`config.mk`:
```
export PLATFORM = sky130hd
export DESIGN_NAME = dpb_regs
export DESIGN_NICKNAME = d
export VERILOG_FILES = /design/src/dpb_pkg.sv /design/src/dpb_regs.sv
export SDC_FILE = /design/constraint.sdc
export NUM_CORES = 1
export LEC_CHECK = 0
export BUFFER_PORTS_ARGS = -buffer_cell sky130_fd_sc_hd__buf_2
export CORE_MARGIN = 2
export CORE_UTILIZATION = 45
export CTS_CLUSTER_SIZE = 20
export DETAILED_ROUTE_END_ITERATION = 8
export PLACE_DENSITY_LB_ADDON = 0.1
export SLEW_MARGIN = 20
export SYNTH_ARGS = -nofsm -noshare
export SYNTH_HDL_FRONTEND = slang
export SYNTH_SLANG_ARGS = --single-unit
```
`constraint.sdc`:
```
create_clock -name clk_i -period 2.5 [get_ports clk_i]
set_clock_uncertainty 0.1 [all_clocks]
set_input_delay 0.375 -clock clk_i [delete_from_list [all_inputs] [get_ports clk_i]]
set_output_delay 0.375 -clock clk_i [all_outputs]
set_load 0.02 [all_outputs]
```
`src/dpb_pkg.sv`:
```
// ----------------------------------------------------------------------------
// dpb_pkg: shared types and constants for depth pixel back-projection
// Request structs, register map, widths of the offset datapath.
// ----------------------------------------------------------------------------
`timescale 1ns / 1ps
`default_nettype none

package dpb_pkg;

  // Pixel coordinate width
  localparam int COORD_BITS = 12;
  localparam int DEPTH_W    = 16;
  localparam int INV_W      = 24;
  localparam int LABEL_W    = 32;
  localparam int COLOR_W    = 8;
  localparam int OFFSET_W   = 32;

  // Offset datapath widths
  localparam int SCALED_W = COORD_BITS + 4;
  localparam int MAG_W    = (SCALED_W > 16) ? SCALED_W : 16;
  localparam int PD_W     = MAG_W + DEPTH_W;
  localparam int LO_W     = PD_W / 2;
  localparam int HI_W     = PD_W - LO_W;
  localparam int PROD_W   = PD_W + INV_W;
  localparam int SUM_W    = PROD_W + 1;
  localparam int FRAC_W   = 28;
  localparam int Q_W      = SUM_W - FRAC_W;
  localparam int QX_W     = (Q_W > 33) ? Q_W : 33;

  // Pipeline stages
  localparam int PIPE_DEPTH = 5;

  // Register file
  localparam int ADDR_W = 5;
  localparam int DATA_W = 32;

  typedef enum logic [2:0] {
    REG_MIN_DEPTH   = 3'd0,
    REG_MAX_DEPTH   = 3'd1,
    REG_CENTER_X    = 3'd2,
    REG_CENTER_Y    = 3'd3,
    REG_INV_FOCAL_X = 3'd4,
    REG_INV_FOCAL_Y = 3'd5,
    REG_MASK_EN     = 3'd6,
    REG_USE_RGB     = 3'd7
  } reg_idx_e;

  localparam logic [DEPTH_W-1:0] MIN_DEPTH_RST = 16'd70;
  localparam logic [DEPTH_W-1:0] MAX_DEPTH_RST = 16'd6000;

  typedef struct packed {
    logic [15:0]      min_depth_mm;
    logic [15:0]      max_depth_mm;
    logic [15:0]      center_x;
    logic [15:0]      center_y;
    logic [INV_W-1:0] inv_focal_x;
    logic [INV_W-1:0] inv_focal_y;
    logic             mask_en;
    logic             use_rgb;
  } cfg_t;

  typedef struct packed {
    logic [COORD_BITS-1:0] column;
    logic [COORD_BITS-1:0] row;
    logic [DEPTH_W-1:0]    depth_mm;
    logic [LABEL_W-1:0]    mask_label;
    logic [COLOR_W-1:0]    red_in;
    logic [COLOR_W-1:0]    green_in;
    logic [COLOR_W-1:0]    blue_in;
  } in_t;

  typedef struct packed {
    logic [DEPTH_W-1:0]         forward_mm;
    logic signed [OFFSET_W-1:0] lateral_mm;
    logic signed [OFFSET_W-1:0] vertical_mm;
    logic [COLOR_W-1:0]         red_out;
    logic [COLOR_W-1:0]         green_out;
    logic [COLOR_W-1:0]         blue_out;
    logic [LABEL_W-1:0]         label_out;
  } out_t;

  // Fields that ride beside the offset datapath
  typedef struct packed {
    logic [DEPTH_W-1:0] forward_mm;
    logic [COLOR_W-1:0] red;
    logic [COLOR_W-1:0] green;
    logic [COLOR_W-1:0] blue;
    logic [LABEL_W-1:0] label;
  } side_t;

  // Per-stage load strobes
  typedef struct packed {
    logic [PIPE_DEPTH-1:0] load;
  } pipe_ctrl_t;

endpackage

`default_nettype wire

```
`src/dpb_regs.sv`:
```
// ----------------------------------------------------------------------------
// dpb_regs: configuration register file
// APB-style write and read of the eight camera and filter registers.
// ----------------------------------------------------------------------------
`timescale 1ns / 1ps
`default_nettype none

module dpb_regs
  import dpb_pkg::*;
(
  input  wire logic              clk_i,
  input  wire logic              rst_ni,
  input  wire logic              psel,
  input  wire logic              penable,
  input  wire logic              pwrite,
  input  wire logic [ADDR_W-1:0] paddr,
  input  wire logic [DATA_W-1:0] pwdata,
  output logic      [DATA_W-1:0] prdata,
  output cfg_t                   cfg_o
);

  cfg_t     cfg_q, cfg_d;
  reg_idx_e idx;
  logic     wr_en;

  assign idx   = reg_idx_e'(paddr[4:2]);
  assign wr_en = psel & penable & pwrite;

  // Decode write
  always_comb begin
    cfg_d = cfg_q;
    if (wr_en) begin
      case (idx)
        REG_MIN_DEPTH:   cfg_d.min_depth_mm = pwdata[15:0];
        REG_MAX_DEPTH:   cfg_d.max_depth_mm = pwdata[15:0];
        REG_CENTER_X:    cfg_d.center_x     = pwdata[15:0];
        REG_CENTER_Y:    cfg_d.center_y     = pwdata[15:0];
        REG_INV_FOCAL_X: cfg_d.inv_focal_x  = pwdata[INV_W-1:0];
        REG_INV_FOCAL_Y: cfg_d.inv_focal_y  = pwdata[INV_W-1:0];
        REG_MASK_EN:     cfg_d.mask_en      = pwdata[0];
        REG_USE_RGB:     cfg_d.use_rgb      = pwdata[0];
        default:         cfg_d = cfg_q;
      endcase
    end
  end

  always_ff @(posedge clk_i or negedge rst_ni) begin
    if (!rst_ni) begin
      cfg_q.min_depth_mm <= MIN_DEPTH_RST;
      cfg_q.max_depth_mm <= MAX_DEPTH_RST;
      cfg_q.center_x     <= '0;
      cfg_q.center_y     <= '0;
      cfg_q.inv_focal_x  <= '0;
      cfg_q.inv_focal_y  <= '0;
      cfg_q.mask_en      <= 1'b1;
      cfg_q.use_rgb      <= 1'b0;
    end else begin
      cfg_q <= cfg_d;
    end
  end

  // Read mux
  always_comb begin
    case (idx)
      REG_MIN_DEPTH:   prdata = DATA_W'(cfg_q.min_depth_mm);
      REG_MAX_DEPTH:   prdata = DATA_W'(cfg_q.max_depth_mm);
      REG_CENTER_X:    prdata = DATA_W'(cfg_q.center_x);
      REG_CENTER_Y:    prdata = DATA_W'(cfg_q.center_y);
      REG_INV_FOCAL_X: prdata = DATA_W'(cfg_q.inv_focal_x);
      REG_INV_FOCAL_Y: prdata = DATA_W'(cfg_q.inv_focal_y);
      REG_MASK_EN:     prdata = DATA_W'(cfg_q.mask_en);
      REG_USE_RGB:     prdata = DATA_W'(cfg_q.use_rgb);
      default:         prdata = '0;
    endcase
  end

  assign cfg_o = cfg_q;

endmodule

`default_nettype wire

```
Word level (Yosys, flattened, before mapping)
Cells that the tools add are included.
{"block": "classes", "add_sub_neg": 0, "mul": 0, "n_div": 0, "n_lt_le_gt_ge": 0, "eq_ne": 7, "shifts": 0, "muxes": 1, "bitwise_logic": 2, "reduce_logical": 9}
{"op": "one-hot mux 32 bit (8 select lines)", "count": 1}
{"op": "AND reduction 2 bit", "count": 8}
{"op": "== test 3 bit, second input constant", "count": 4}
{"op": "== test 3 x 2 -> 1 bit, second input constant", "count": 2}
{"op": "== test 3 x 1 -> 1 bit, second input constant", "count": 1}
{"op": "logical NOT 3 bit", "count": 1}
{"op": "bitwise AND 1 bit", "count": 2}
{"block": "word_totals", "reg_bits": 114, "latch_bits": 0, "mem_bits_rw": 0, "mem_bits_ro": 0, "inputBits": 42, "out_inout_bits": 146, "elab_cells": 27, "memories": 0}

Depth between registers and ports, before layout
{"block": "logic_depth", "depth_word": 3, "depth_mapped": 6, "ltp_nobuf": 4}

Worst setup path before layout
Ideal clock, no wire load.
{"block": "synth_path", "kind": "in2out", "startpoint": "in paddr[2]", "endpoint": "out prdata[6]", "t_arrival_ps": 1555, "required_time_ps": 2025, "slack_ps": 470, "cell_stages": 5, "n_path_buf": 3, "cell_sequence": "buf_2 > buf_2 > buf_2 > nor4_1 > nor3_1"}
{"block": "synth_via", "elab_chain_cells": 2, "elab_cells_between_ends": 9, "cone_classes": "eq/ne: 7; mux: 1; reduce/logical: 1"}
{"element": "start, declared", "line_no": "dpb_regs.sv:16", "text": "input wire logic [ADDR_W-1:0] paddr,"}
{"element": "== test 3 bit, or another cell as far along", "line_no": "dpb_regs.sv:64", "text": "case (idx)"}
{"element": "one-hot mux 32 bit (8 select lines) *", "line_no": "dpb_regs.sv:64"}
{"element": "end, declared", "line_no": "dpb_regs.sv:18", "text": "output logic [DATA_W-1:0] prdata,"}
Every way passes the cells marked *; elsewhere a longest branch is shown, timed or not. The select of a mux whose other input is x is not followed.

Worst setup path after layout
{"block": "layout_path", "startpoint": "in paddr[3]", "endpoint": "out prdata[10]"}
Same word-level chain as after synthesis.

==> impl_metrics.json <==
{
  "areaGrowthSynthToFinish_pct": 28.7,
  "slew_viol_final": 0,
  "postSynthAreaPerCell_um2": 13.0,
  "grt_setup_unrepaired": "no",
  "finish.instance_area_mm2": 0.00716,
  "ant_nets": 0,
  "max_slew_margin_pct": 58.0,
  "vias": 4070,
  "post-place-cells": 755,
  "async_flop_share_pct": 100,
  "hold_depth": 2,
  "ff_latch_area_mm2": 0.00287,
  "start_util_pct": 46.1,
  "drc": 0,
  "largest_reg_flops": 114,
  "multi_input_area_mm2": 0.00245,
  "ys_ff_latch": 114,
  "tns_ns": 0,
  "finalCoreUtilization_pct": 59.3,
  "clock-sinks": 114,
  "r2r_cells": 1,
  "layout_common_cells": "buf_2, dfrtp_1, mux2_2, nor2_1, mux2i_1",
  "cts_buffers": 17,
  "fillers": 1012,
  "cts_tree": "yes",
  "die_w_um": 115,
  "die_area_mm2": 0.0133,
  "initialDrtViolationCount": 270,
  "io_buffers": 169,
  "outcome": "completed",
  "nets": 649,
  "p_int_mw": 4.38,
  "final_cells": 788,
  "arrival_ns": 1.87,
  "postRouteWirelength_um": 14700,
  "io_pins": 188,
  "path_max_fanout": 19,
  "synth-edff-count": 0,
  "post-cts-setup-buffers": 0,
  "ys_top_cells_by_area": "dfrtp_1, mux2_2, mux2_4",
  "clockBufferDepth": 2,
  "power_switching_mw": 2.10,
  "ys.flop_type": "dfrtp_1",
  "clkLatencyLatePin_ns": 0.40,
  "required_ns": 2.03,
  "netlist_area_mm2": 0.00556,
  "p_leak_nw": 3.66,
  "synth-seq-area-share_pct": 51.6,
  "gr-total-overflow": 0,
  "worst_setup_path_start_kind": "input port",
  "die_h_um": 115,
  "p_comb_share_pct": 26.9,
  "yosysTopAreaCell": "dfrtp_1",
  "dp_slack_ns": 0.179,
  "antenna_cells": 0,
  "clockRootBuffer": "clkbuf_16",
  "cap_violations": 0,
  "hold_class": "in2reg",
  "switching_share_pct": 32.3,
  "min_period_ns": 2.35,
  "drive_above_1_share_pct": 55.5,
  "holdWs_ns": 0.110,
  "worst_pin_slew_ns": 0.631,
  "p_clk_share_pct": 34.3,
  "cts.htree.levels": 4,
  "place_hpwl_um": 9720,
  "gp_congestion": 0.823,
  "hold_violations": 0,
  "clkTransAtPathRegs_ns": 0.05,
  "grt_pass1_vias": 4017,
  "grtUsageTotal_pct": 22.6,
  "pwr-share-seq_pct": 38.9,
  "cts_resized": 0,
  "setup_ws_ns": 0.154,
  "fmax_mhz": 426,
  "setup_violations": 0,
  "vias_per_cell": 5.16,
  "core_area_mm2": 0.0121,
  "num_rows": 40,
  "synth_warnings": 0,
  "firstDrtPassIters": 4,
  "power.density_mw_per_mm2": 905,
  "antenna_found_initial": 0,
  "crit_path_end_kind": "primary output",
  "routedWlPerCell_um": 18.6,
  "ys_types": 40,
  "crit_type": "in2out",
  "dpl_cell_area_mm2": 0.00660,
  "grt_max_degree": 115,
  "peakVddDrop_uv": 482,
  "fin_crit_sh_pct": 93.8,
  "grt_pass1_wl_um": 22300,
  "mostFrequentLayoutCell": "buf_2",
  "cts_hold_buffers": 1,
  "power.total_mw": 6.48,
  "syn_inst": 427,
  "synth_top_area_share_pct": 46.4
}
==> layer usage <==
metal	global-route usage (%)	wire length, um
met1	30.7	6500
met2	33.7	6860
met3	8.80	1170
met4	6.51	137
met5	0	0
==> cell families after synthesis <==
group	share of synthesized area (%)
multiplexers	29.0
AND/OR/NAND/NOR	8.78
flip-flops	51.6
buffers and inverters	4.86
other	0.0674
AO/OA/AOI/OAI	5.78
==> cell usage after synthesis (2+ instances only) <==
cell type,number
mux2i_1,24
o21ai_0,5
mux2_4,20
nor2b_1,14
nor2_8,4
mux2_2,89
nand2b_1,4
a21oi_1,17
a211oi_1,10
nor3_1,4
buf_4,10
o2bb2ai_1,4
nor2_1,41
nand2_1,6
o22a_1,6
buf_6,5
clkbuf_1,4
nor4_1,4
buf_2,13
o21bai_1,3
buf_12,2
mux2_1,4
dfrtp_1,103
a31oi_1,2
inv_1,4
dfstp_2,11
==> final timing paths <==
| kind | from | end | slack (ns) |
|---|---|---|---|
| worst max-delay path | paddr[3] | prdata[10] | 0.15 |
| worst max register to register | cfg_o[30] | cfg_o[30] | 1.59 |
| worst min register to register | cfg_o[84] | cfg_o[84] | 0.41 |
| max in group asynchronous | rst_ni | cfg_o[76] | 1.33 |
| min in group asynchronous | rst_ni | cfg_o[95] | 0.47 |
| worst min-delay path | pwdata[16] | cfg_o[42] | 0.11 |
==> critical path, stage by stage <==
cell      delay [ns]
buf_2           0.40
nand2b_1        0.55
nor2_1          0.12
a21oi_1         0.17
a21oi_1         0.09
buf_2           0.16
==> layout make-up <==
cell class | count | area share [%]
inverter | 4 | 0.210
sequential | 114 | 40.0
clock inverter | 5 | 0.385
timing repair buffer | 189 | 14.9
clock buffer | 27 | 7.31
tap | 168 | 2.94
multi-input combinational | 281 | 34.3
==> power by group through the flow <==
| stage | combinational [mW] | sequential [mW] | clock [mW] |
|---|---|---|---|
| floorplan | 0.677 | 2.96 | 0 |
| global placement | 1.73 | 2.53 | 0 |
| detailed placement | 1.75 | 2.54 | 0 |
| CTS | 1.76 | 2.52 | 2.26 |
| global route | 1.87 | 2.57 | 2.36 |
| finish | 1.74 | 2.52 | 2.22 |
(Power assumes the default switching activity.)
