<file path="src/dpb_pkg.sv">
// ----------------------------------------------------------------------------
// dpb_pkg: shared types and constants for depth pixel back-projection
// Request structs, register map, widths of the offset datapath.
// ----------------------------------------------------------------------------
`timescale 1ns / 1ps
`default_nettype none

package dpb_pkg;

  // Pixel coordinate width
  localparam int COORD_BITS = 12;
  localparam int DEPTH_W    = 16;
  localparam int INV_W      = 24;
  localparam int LABEL_W    = 32;
  localparam int COLOR_W    = 8;
  localparam int OFFSET_W   = 32;

  // Offset datapath widths
  localparam int SCALED_W = COORD_BITS + 4;
  localparam int MAG_W    = (SCALED_W > 16) ? SCALED_W : 16;
  localparam int PD_W     = MAG_W + DEPTH_W;
  localparam int LO_W     = PD_W / 2;
  localparam int HI_W     = PD_W - LO_W;
  localparam int PROD_W   = PD_W + INV_W;
  localparam int SUM_W    = PROD_W + 1;
  localparam int FRAC_W   = 28;
  localparam int Q_W      = SUM_W - FRAC_W;
  localparam int QX_W     = (Q_W > 33) ? Q_W : 33;

  // Pipeline stages
  localparam int PIPE_DEPTH = 5;

  // Register file
  localparam int ADDR_W = 5;
  localparam int DATA_W = 32;

  typedef enum logic [2:0] {
    REG_MIN_DEPTH   = 3'd0,
    REG_MAX_DEPTH   = 3'd1,
    REG_CENTER_X    = 3'd2,
    REG_CENTER_Y    = 3'd3,
    REG_INV_FOCAL_X = 3'd4,
    REG_INV_FOCAL_Y = 3'd5,
    REG_MASK_EN     = 3'd6,
    REG_USE_RGB     = 3'd7
  } reg_idx_e;

  localparam logic [DEPTH_W-1:0] MIN_DEPTH_RST = 16'd70;
  localparam logic [DEPTH_W-1:0] MAX_DEPTH_RST = 16'd6000;

  typedef struct packed {
    logic [15:0]      min_depth_mm;
    logic [15:0]      max_depth_mm;
    logic [15:0]      center_x;
    logic [15:0]      center_y;
    logic [INV_W-1:0] inv_focal_x;
    logic [INV_W-1:0] inv_focal_y;
    logic             mask_en;
    logic             use_rgb;
  } cfg_t;

  typedef struct packed {
    logic [COORD_BITS-1:0] column;
    logic [COORD_BITS-1:0] row;
    logic [DEPTH_W-1:0]    depth_mm;
    logic [LABEL_W-1:0]    mask_label;
    logic [COLOR_W-1:0]    red_in;
    logic [COLOR_W-1:0]    green_in;
    logic [COLOR_W-1:0]    blue_in;
  } in_t;

  typedef struct packed {
    logic [DEPTH_W-1:0]         forward_mm;
    logic signed [OFFSET_W-1:0] lateral_mm;
    logic signed [OFFSET_W-1:0] vertical_mm;
    logic [COLOR_W-1:0]         red_out;
    logic [COLOR_W-1:0]         green_out;
    logic [COLOR_W-1:0]         blue_out;
    logic [LABEL_W-1:0]         label_out;
  } out_t;

  // Fields that ride beside the offset datapath
  typedef struct packed {
    logic [DEPTH_W-1:0] forward_mm;
    logic [COLOR_W-1:0] red;
    logic [COLOR_W-1:0] green;
    logic [COLOR_W-1:0] blue;
    logic [LABEL_W-1:0] label;
  } side_t;

  // Per-stage load strobes
  typedef struct packed {
    logic [PIPE_DEPTH-1:0] load;
  } pipe_ctrl_t;

endpackage

`default_nettype wire

</file>
<file path="src/dpb_offset.sv">
// ----------------------------------------------------------------------------
// dpb_offset: pipelined lateral or vertical offset
// round((coord*16 - center) * depth * inv / 2^28), saturated to 32 bits,
// in five register stages: difference, depth product, split focal product,
// rounding sum, saturate and sign.
// ----------------------------------------------------------------------------
`timescale 1ns / 1ps
`default_nettype none

module dpb_offset
  import dpb_pkg::*;
(
  input  wire logic                  clk_i,
  input  wire pipe_ctrl_t            ctrl_i,
  input  wire logic [COORD_BITS-1:0] coord_i,
  input  wire logic [15:0]           center_i,
  input  wire logic [DEPTH_W-1:0]    depth_i,
  input  wire logic [INV_W-1:0]      inv_i,
  output logic      [OFFSET_W-1:0]   offset_o
);

  localparam logic [SUM_W-1:0]  ROUND   = SUM_W'(1) << (FRAC_W - 1);
  localparam logic [QX_W-1:0]   POS_LIM = QX_W'(64'h7FFF_FFFF);
  localparam logic [QX_W-1:0]   NEG_LIM = QX_W'(64'h8000_0000);

  logic [MAG_W:0]          diff;
  logic [MAG_W-1:0]        mag_q;
  logic [DEPTH_W-1:0]      depth_q;
  logic [PD_W-1:0]         pd_q;
  logic [LO_W+INV_W-1:0]   pl_q;
  logic [HI_W+INV_W-1:0]   ph_q;
  logic [SUM_W-1:0]        sum;
  logic [Q_W-1:0]          q_q;
  logic [QX_W-1:0]         qx;
  logic [QX_W-1:0]         lim;
  logic                    neg0_q;
  logic                    neg1_q;
  logic                    neg2_q;
  logic                    neg3_q;
  logic [OFFSET_W-1:0]     offset_q;

  // Stage 0: signed distance to principal point, split into sign and magnitude
  assign diff = (MAG_W + 1)'({coord_i, 4'b0000}) - (MAG_W + 1)'(center_i);

  always_ff @(posedge clk_i) begin
    if (ctrl_i.load[0]) begin
      neg0_q  <= diff[MAG_W];
      mag_q   <= diff[MAG_W] ? MAG_W'(-diff) : diff[MAG_W-1:0];
      depth_q <= depth_i;
    end
  end

  // Stage 1: magnitude times depth
  always_ff @(posedge clk_i) begin
    if (ctrl_i.load[1]) begin
      neg1_q <= neg0_q;
      pd_q   <= PD_W'(mag_q) * PD_W'(depth_q);
    end
  end

  // Stage 2: focal product as two partial products
  always_ff @(posedge clk_i) begin
    if (ctrl_i.load[2]) begin
      neg2_q <= neg1_q;
      pl_q   <= (LO_W + INV_W)'(pd_q[LO_W-1:0]) * (LO_W + INV_W)'(inv_i);
      ph_q   <= (HI_W + INV_W)'(pd_q[PD_W-1:LO_W]) * (HI_W + INV_W)'(inv_i);
    end
  end

  // Stage 3: combine partials, round half away from zero on the magnitude
  assign sum = SUM_W'(pl_q) + (SUM_W'(ph_q) << LO_W) + ROUND;

  always_ff @(posedge clk_i) begin
    if (ctrl_i.load[3]) begin
      neg3_q <= neg2_q;
      q_q    <= sum[SUM_W-1:FRAC_W];
    end
  end

  // Stage 4: clamp to the signed range and apply sign
  assign qx = QX_W'(q_q);

  always_comb begin
    if (neg3_q) begin
      lim = (qx > NEG_LIM) ? NEG_LIM : qx;
    end else begin
      lim = (qx > POS_LIM) ? POS_LIM : qx;
    end
  end

  always_ff @(posedge clk_i) begin
    if (ctrl_i.load[4]) begin
      offset_q <= neg3_q ? (OFFSET_W'(0) - lim[OFFSET_W-1:0]) : lim[OFFSET_W-1:0];
    end
  end

  assign offset_o = offset_q;

endmodule

`default_nettype wire

</file>
<file path="config.mk">
export PLATFORM = sky130hd
export DESIGN_NAME = dpb_offset
export DESIGN_NICKNAME = d
export VERILOG_FILES = /design/src/dpb_pkg.sv /design/src/dpb_offset.sv
export SDC_FILE = /design/constraint.sdc
export NUM_CORES = 2
export LEC_CHECK = 0
export ABC_AREA = 0
export BUFFER_PORTS_ARGS = -buffer_cell sky130_fd_sc_hd__buf_4
export CAP_MARGIN = 15
export CORE_MARGIN = 8
export CORE_UTILIZATION = 45
export CTS_CLUSTER_DIAMETER = 200
export DETAILED_ROUTE_END_ITERATION = 10
export PLACE_DENSITY_LB_ADDON = 0.12
export SLEW_MARGIN = 20
export SYNTH_ARGS = -nofsm -noshare
export SYNTH_HDL_FRONTEND = slang
export SYNTH_SLANG_ARGS = --single-unit
</file>
<file path="constraint.sdc">
create_clock -name clk_i -period 8.22 [get_ports clk_i]
set_input_delay 0 -clock clk_i [delete_from_list [all_inputs] [get_ports clk_i]]
set_output_delay 0 -clock clk_i [all_outputs]
set_load 0.01 [all_outputs]
</file>
==> Word-level counts from Yosys, hierarchy flattened <==
Cells that the tools add are included.
{ "classes": {"n_mul": 3, "magnitude_cmp": 2, "add_sub_neg": 5, "mux": 5} }
{ "ops": {"columns": ["op", "n"], "rows": [
  ["$mux W32", 3],
  ["$mul A16 B24 Y40", 2],
  ["$add A40 B56 Y57", 1],
  ["$add A57 B28 Y57 const B", 1],
  ["$gt A29 B32 Y1 const B", 1],
  ["$mul A16 B16 Y32", 1],
  ["$sub A1 B32 Y32 const A", 1],
  ["$gt A29 B31 Y1 const B", 1],
  ["$mux W31", 1],
  ["$sub A16 B16 Y17", 1],
  ["$mux W16", 1],
  ["$neg A16 Y16", 1]
]} }
{ "totals": {"inputBits": 74, "out_inout_bits": 32, "register_bits": 209} }

==> Logic depth before layout (Yosys ltp) <==
{ "logic_depth": {"word_depth": 5, "ltp_mapped": 25, "depth_no_buf": 24} }

==> Worst setup path after synthesis <==
No wires, ideal clock.
{ "synth_path": {"path_kind": "reg-to-reg", "from": "register pd_q[1]", "to": "register pl_q[35] (data pin)", "period_less_slack_ns": 6.368, "required_time_ns": 7.962, "path_stages_with_launch": 25, "setup_ns": 0.258, "setup_slack_ns": 1.852, "t_arrival_ns": 6.110, "path_cell_list": "edfxtp_1 -> clkbuf_1 -> nand2_1 -> fa_1 -> inv_1 -> fa_1 -> inv_1 -> fa_1 -> inv_1 -> fa_1 -> fa_1 -> inv_1 -> fa_1 -> inv_1 -> ha_1 -> a21o_1 -> a21oi_1 -> o221ai_1 -> o2bb2ai_1 -> o2111ai_1 -> nand3b_1 -> a21o_1 -> a2111o_1 -> a31oi_1 -> xnor2_1"} }
{ "synth_via": {"elab_chain_len": 1} }
{ "synth_lines": {"columns": ["item", "line_no", "rtl"], "rows": [
  ["start: declaration", "dpb_offset.sv:29", "logic [PD_W-1:0] pd_q;"],
  ["start signal: assignment", "dpb_offset.sv:57", "pd_q <= PD_W'(mag_q) * PD_W'(depth_q);"],
  ["$mul A16 B24 Y40", "dpb_offset.sv:65", "pl_q <= (LO_W + INV_W)'(pd_q[LO_W-1:0]) * (LO_W + INV_W)'(inv_i);"],
  ["end signal: assignment", "dpb_offset.sv:65", null],
  ["end: declaration", "dpb_offset.sv:30", "logic [LO_W+INV_W-1:0] pl_q;"]
]} }
Every way passes these cells.
A chain may end at the register's enable or synchronous reset.

==> Worst setup path in the final report <==
{ "layout_path": {"from": "register pd_q[22]", "to": "register ph_q[39] (data pin)"} }
{ "layout_via": {"elab_chain_len": 1} }
{ "layout_lines": {"columns": ["item", "line_no", "rtl"], "rows": [
  ["$mul A16 B24 Y40", "dpb_offset.sv:66", "ph_q <= (HI_W + INV_W)'(pd_q[PD_W-1:LO_W]) * (HI_W + INV_W)'(inv_i);"],
  ["end signal: assignment", "dpb_offset.sv:66", null],
  ["end: declaration", "dpb_offset.sv:31", "logic [HI_W+INV_W-1:0] ph_q;"]
]} }
Every way passes these cells.

==> impl_metrics.toml <==
[cts]
cts_root_buf = "clkbuf_16"
cts_tree = "yes"
clk_pin_slew_ps = 110
numCtsBuffers = 17
post_cts_resized = 0
htree_levels = 4
clock_latency_ps = 520
clock-sinks = 193
cts_max_path_buffers = 2

[yosys]
syn_nets = 5623
synth_top_area_share_pct = 39.2
netlist_area_um2 = 41100
synth_edf_count = 193
yosysWarnings = 0
synth_seq_cells = 193
seq_area_frac_synth_pct = 14.1
synth_ff_type = "edfxtp_1"
synth_area_leader_cell = "fa_1"
synth_area_leaders = "fa_1 39%, edfxtp_1 14%, ha_1 12%"
avgSynthCellArea_um2 = 9.43
postSynthCellCount = 4359
synth.distinct_cells = 67
synthArstFlopShare_pct = 0

[setup_path]
cp_data_arrival_time_ps = 7910
path_class = "reg2reg"
end_kind = "flop"
cp.required_ps = 8480
startpoint_type = "flop"
crit_fanout = 24

[global_route]
overflow = 0
grt_usage_pct = 21.3
grt_pass1_vias = 30900
grt_max_degree = 66
antenna_found_initial = 2
grt_pass1_wl_um = 171000

[detailed_routing]
drtAntennaViolNets = 0
vias = 28400
drc_errors = 0
drtIter0Drc = 1389
avgViaCountPerCell = 5.11
wl_per_cell_um = 19.0
totalWireLength_um = 106000
dr.pass1.iters = 7

[floorplan]
num_io_pins = 106
core-area_um2 = 91100
dieArea_um2 = 101000
die_h_um = 318
die_w_um = 318
rows = 111
start_util_pct = 45.1

[job]
maxCapViolCount = 0

[timing]
tightest_slew_ps = 1180
hold_viol_final = 0
finalSetupTns_ps = 0
finalSetupViolCount = 0
fin_crit_sh_pct = 93.1
fin_crit_ps = 7650
fin_skew_ps = 22.0
slew_viol_final = 0
slew_headroom_pct = 21.3
worst_slack_ps = 569
clock.fmax_ghz = 0.131
rsz0062_at_grt = "false"

[run_status]
status = "completed"

[place]
place_ws_ps = 674
port_buffers = 105
hpwlAfterDp_um = 82700
gp_congestion = 0.822
postPlaceCellArea_um2 = 42900

[layout]
syn_to_final_growth_pct = 6.68
fin_area_um2 = 43900
nets = 5625
drive_gt1_share_pct = 4.21
postLayoutCoreUtil_pct = 48.1

[min_path]
hp-class = "in2reg"
-- per-layer routing --
layer  wire length (um)  track usage [%]  up-vias
met1              48100             28.5    14500
li1                   -                -    13200
met4               2330             5.59        0
met3               5040             3.42      130
met5                  0                0        -
met2              50100             36.0      629
-- what timing repair did --
action                     in CTS  in global routing
hold buffers                   25                  0
hold endpoints to repair      149                  0
setup buffers                   0                  0
setup endpoints to repair       0                  0
-- area by class of cell --
cell class,instances,area [um2]
Inverter,961,3610
Antenna cell,2,5.00
Timing Repair Buffer,162,1280
Clock inverter,15,224
Multi-Input combinational cell,3026,31000
Clock buffer,17,425
Tap cell,1186,1480
Fill cell,8760,47300
Sequential cell,193,5800
-- through the flow --
stage,hold slack [ps],std cells
after floorplan,98.9,4359
after global placement,179,5503
after detailed placement,179,5503
after CTS,31.5,5560
after global routing,62.3,5560
final,69.4,5562
-- sequential cells by signal, summed over array words and instances (netlist names) --
| register | cells |
|---|---|
| pl_q | 24 |
| neg0_q | 1 |
| neg3_q | 1 |
| neg2_q | 1 |
| neg1_q | 1 |
| offset_o | 32 |
| mag_q | 16 |
| pd_q | 32 |
| ph_q | 40 |
| q_q | 29 |
| depth_q | 16 |
-- worst max-delay path: stages (launching register included) --
cell	delay, ps
edfxtp_1	1140
and2_1	270
fa_1	410
inv_1	80
fa_1	430
fa_1	510
inv_1	50
fa_1	480
fa_1	490
inv_1	50
fa_1	470
inv_1	40
ha_1	350
nand2_1	80
or3_1	390
nor3_1	370
o31ai_1	110
buf_4	170
a21oi_1	450
o21ai_0	330
o21ai_0	410
mux2i_1	230
nor2_1	60
-- cells in the mapped netlist (30+ instances only) --
cell,count
a21o_1,53
a21oi_1,89
and2_1,442
clkbuf_1,177
edfxtp_1,193
fa_1,805
ha_1,385
inv_1,960
nand2_1,665
nand3_1,33
nor2_1,94
nor3_1,30
o21ai_0,62
xnor2_1,111
xor2_1,45
-- kinds of logic (layout without fill, tap and decap cells) --
kind of cell	Yosys count	in the layout	share of synthesized area (%)
simple gates	1351	1351	15.9
flops	193	193	14.1
other cells	0	2	0
mux	6	6	0.146
fa+ha+maj	1190	1190	50.9
xor+xnor	157	157	3.38
compound gates	322	322	5.13
buf+inv	1140	1155	10.4
-- worst paths after layout --
check | startpoint | endpoint | slack (ps) | cells past startpoint
setup reg to reg | pd_q[22] | ph_q[39] | 570 | 22
setup / recovery | pd_q[22] | ph_q[39] | 570 | 22
hold / removal | coord_i[10] | mag_q[15] | 70 | 4
hold reg to reg | neg0_q | neg1_q | 450 | 0
-- layout by cell type (no fill, tap or decap), drive strengths merged, types with 11 or more instances in the layout --
cell         Yosys  routed
inv            960     972
fa             805     805
nand2          665     665
and2           442     442
ha             385     385
edfxtp         193     193
buf              2     137
xnor2          111     111
nor2            94      94
a21oi           89      89
o21ai           65      65
a21o            53      53
xor2            45      45
nand3           33      33
nor3            31      31
dlygate4sd3      0      25
o21a            17      17
clkbuf         177      17
o21bai          16      16
nand2b          14      14
and3            13      13
nor2b           12      12
o31ai           12      12
nand4           11      11
Power is left out: the tool's default activity adds up to more than one toggle a clock period on the data nets, which glitch-free logic cannot reach.
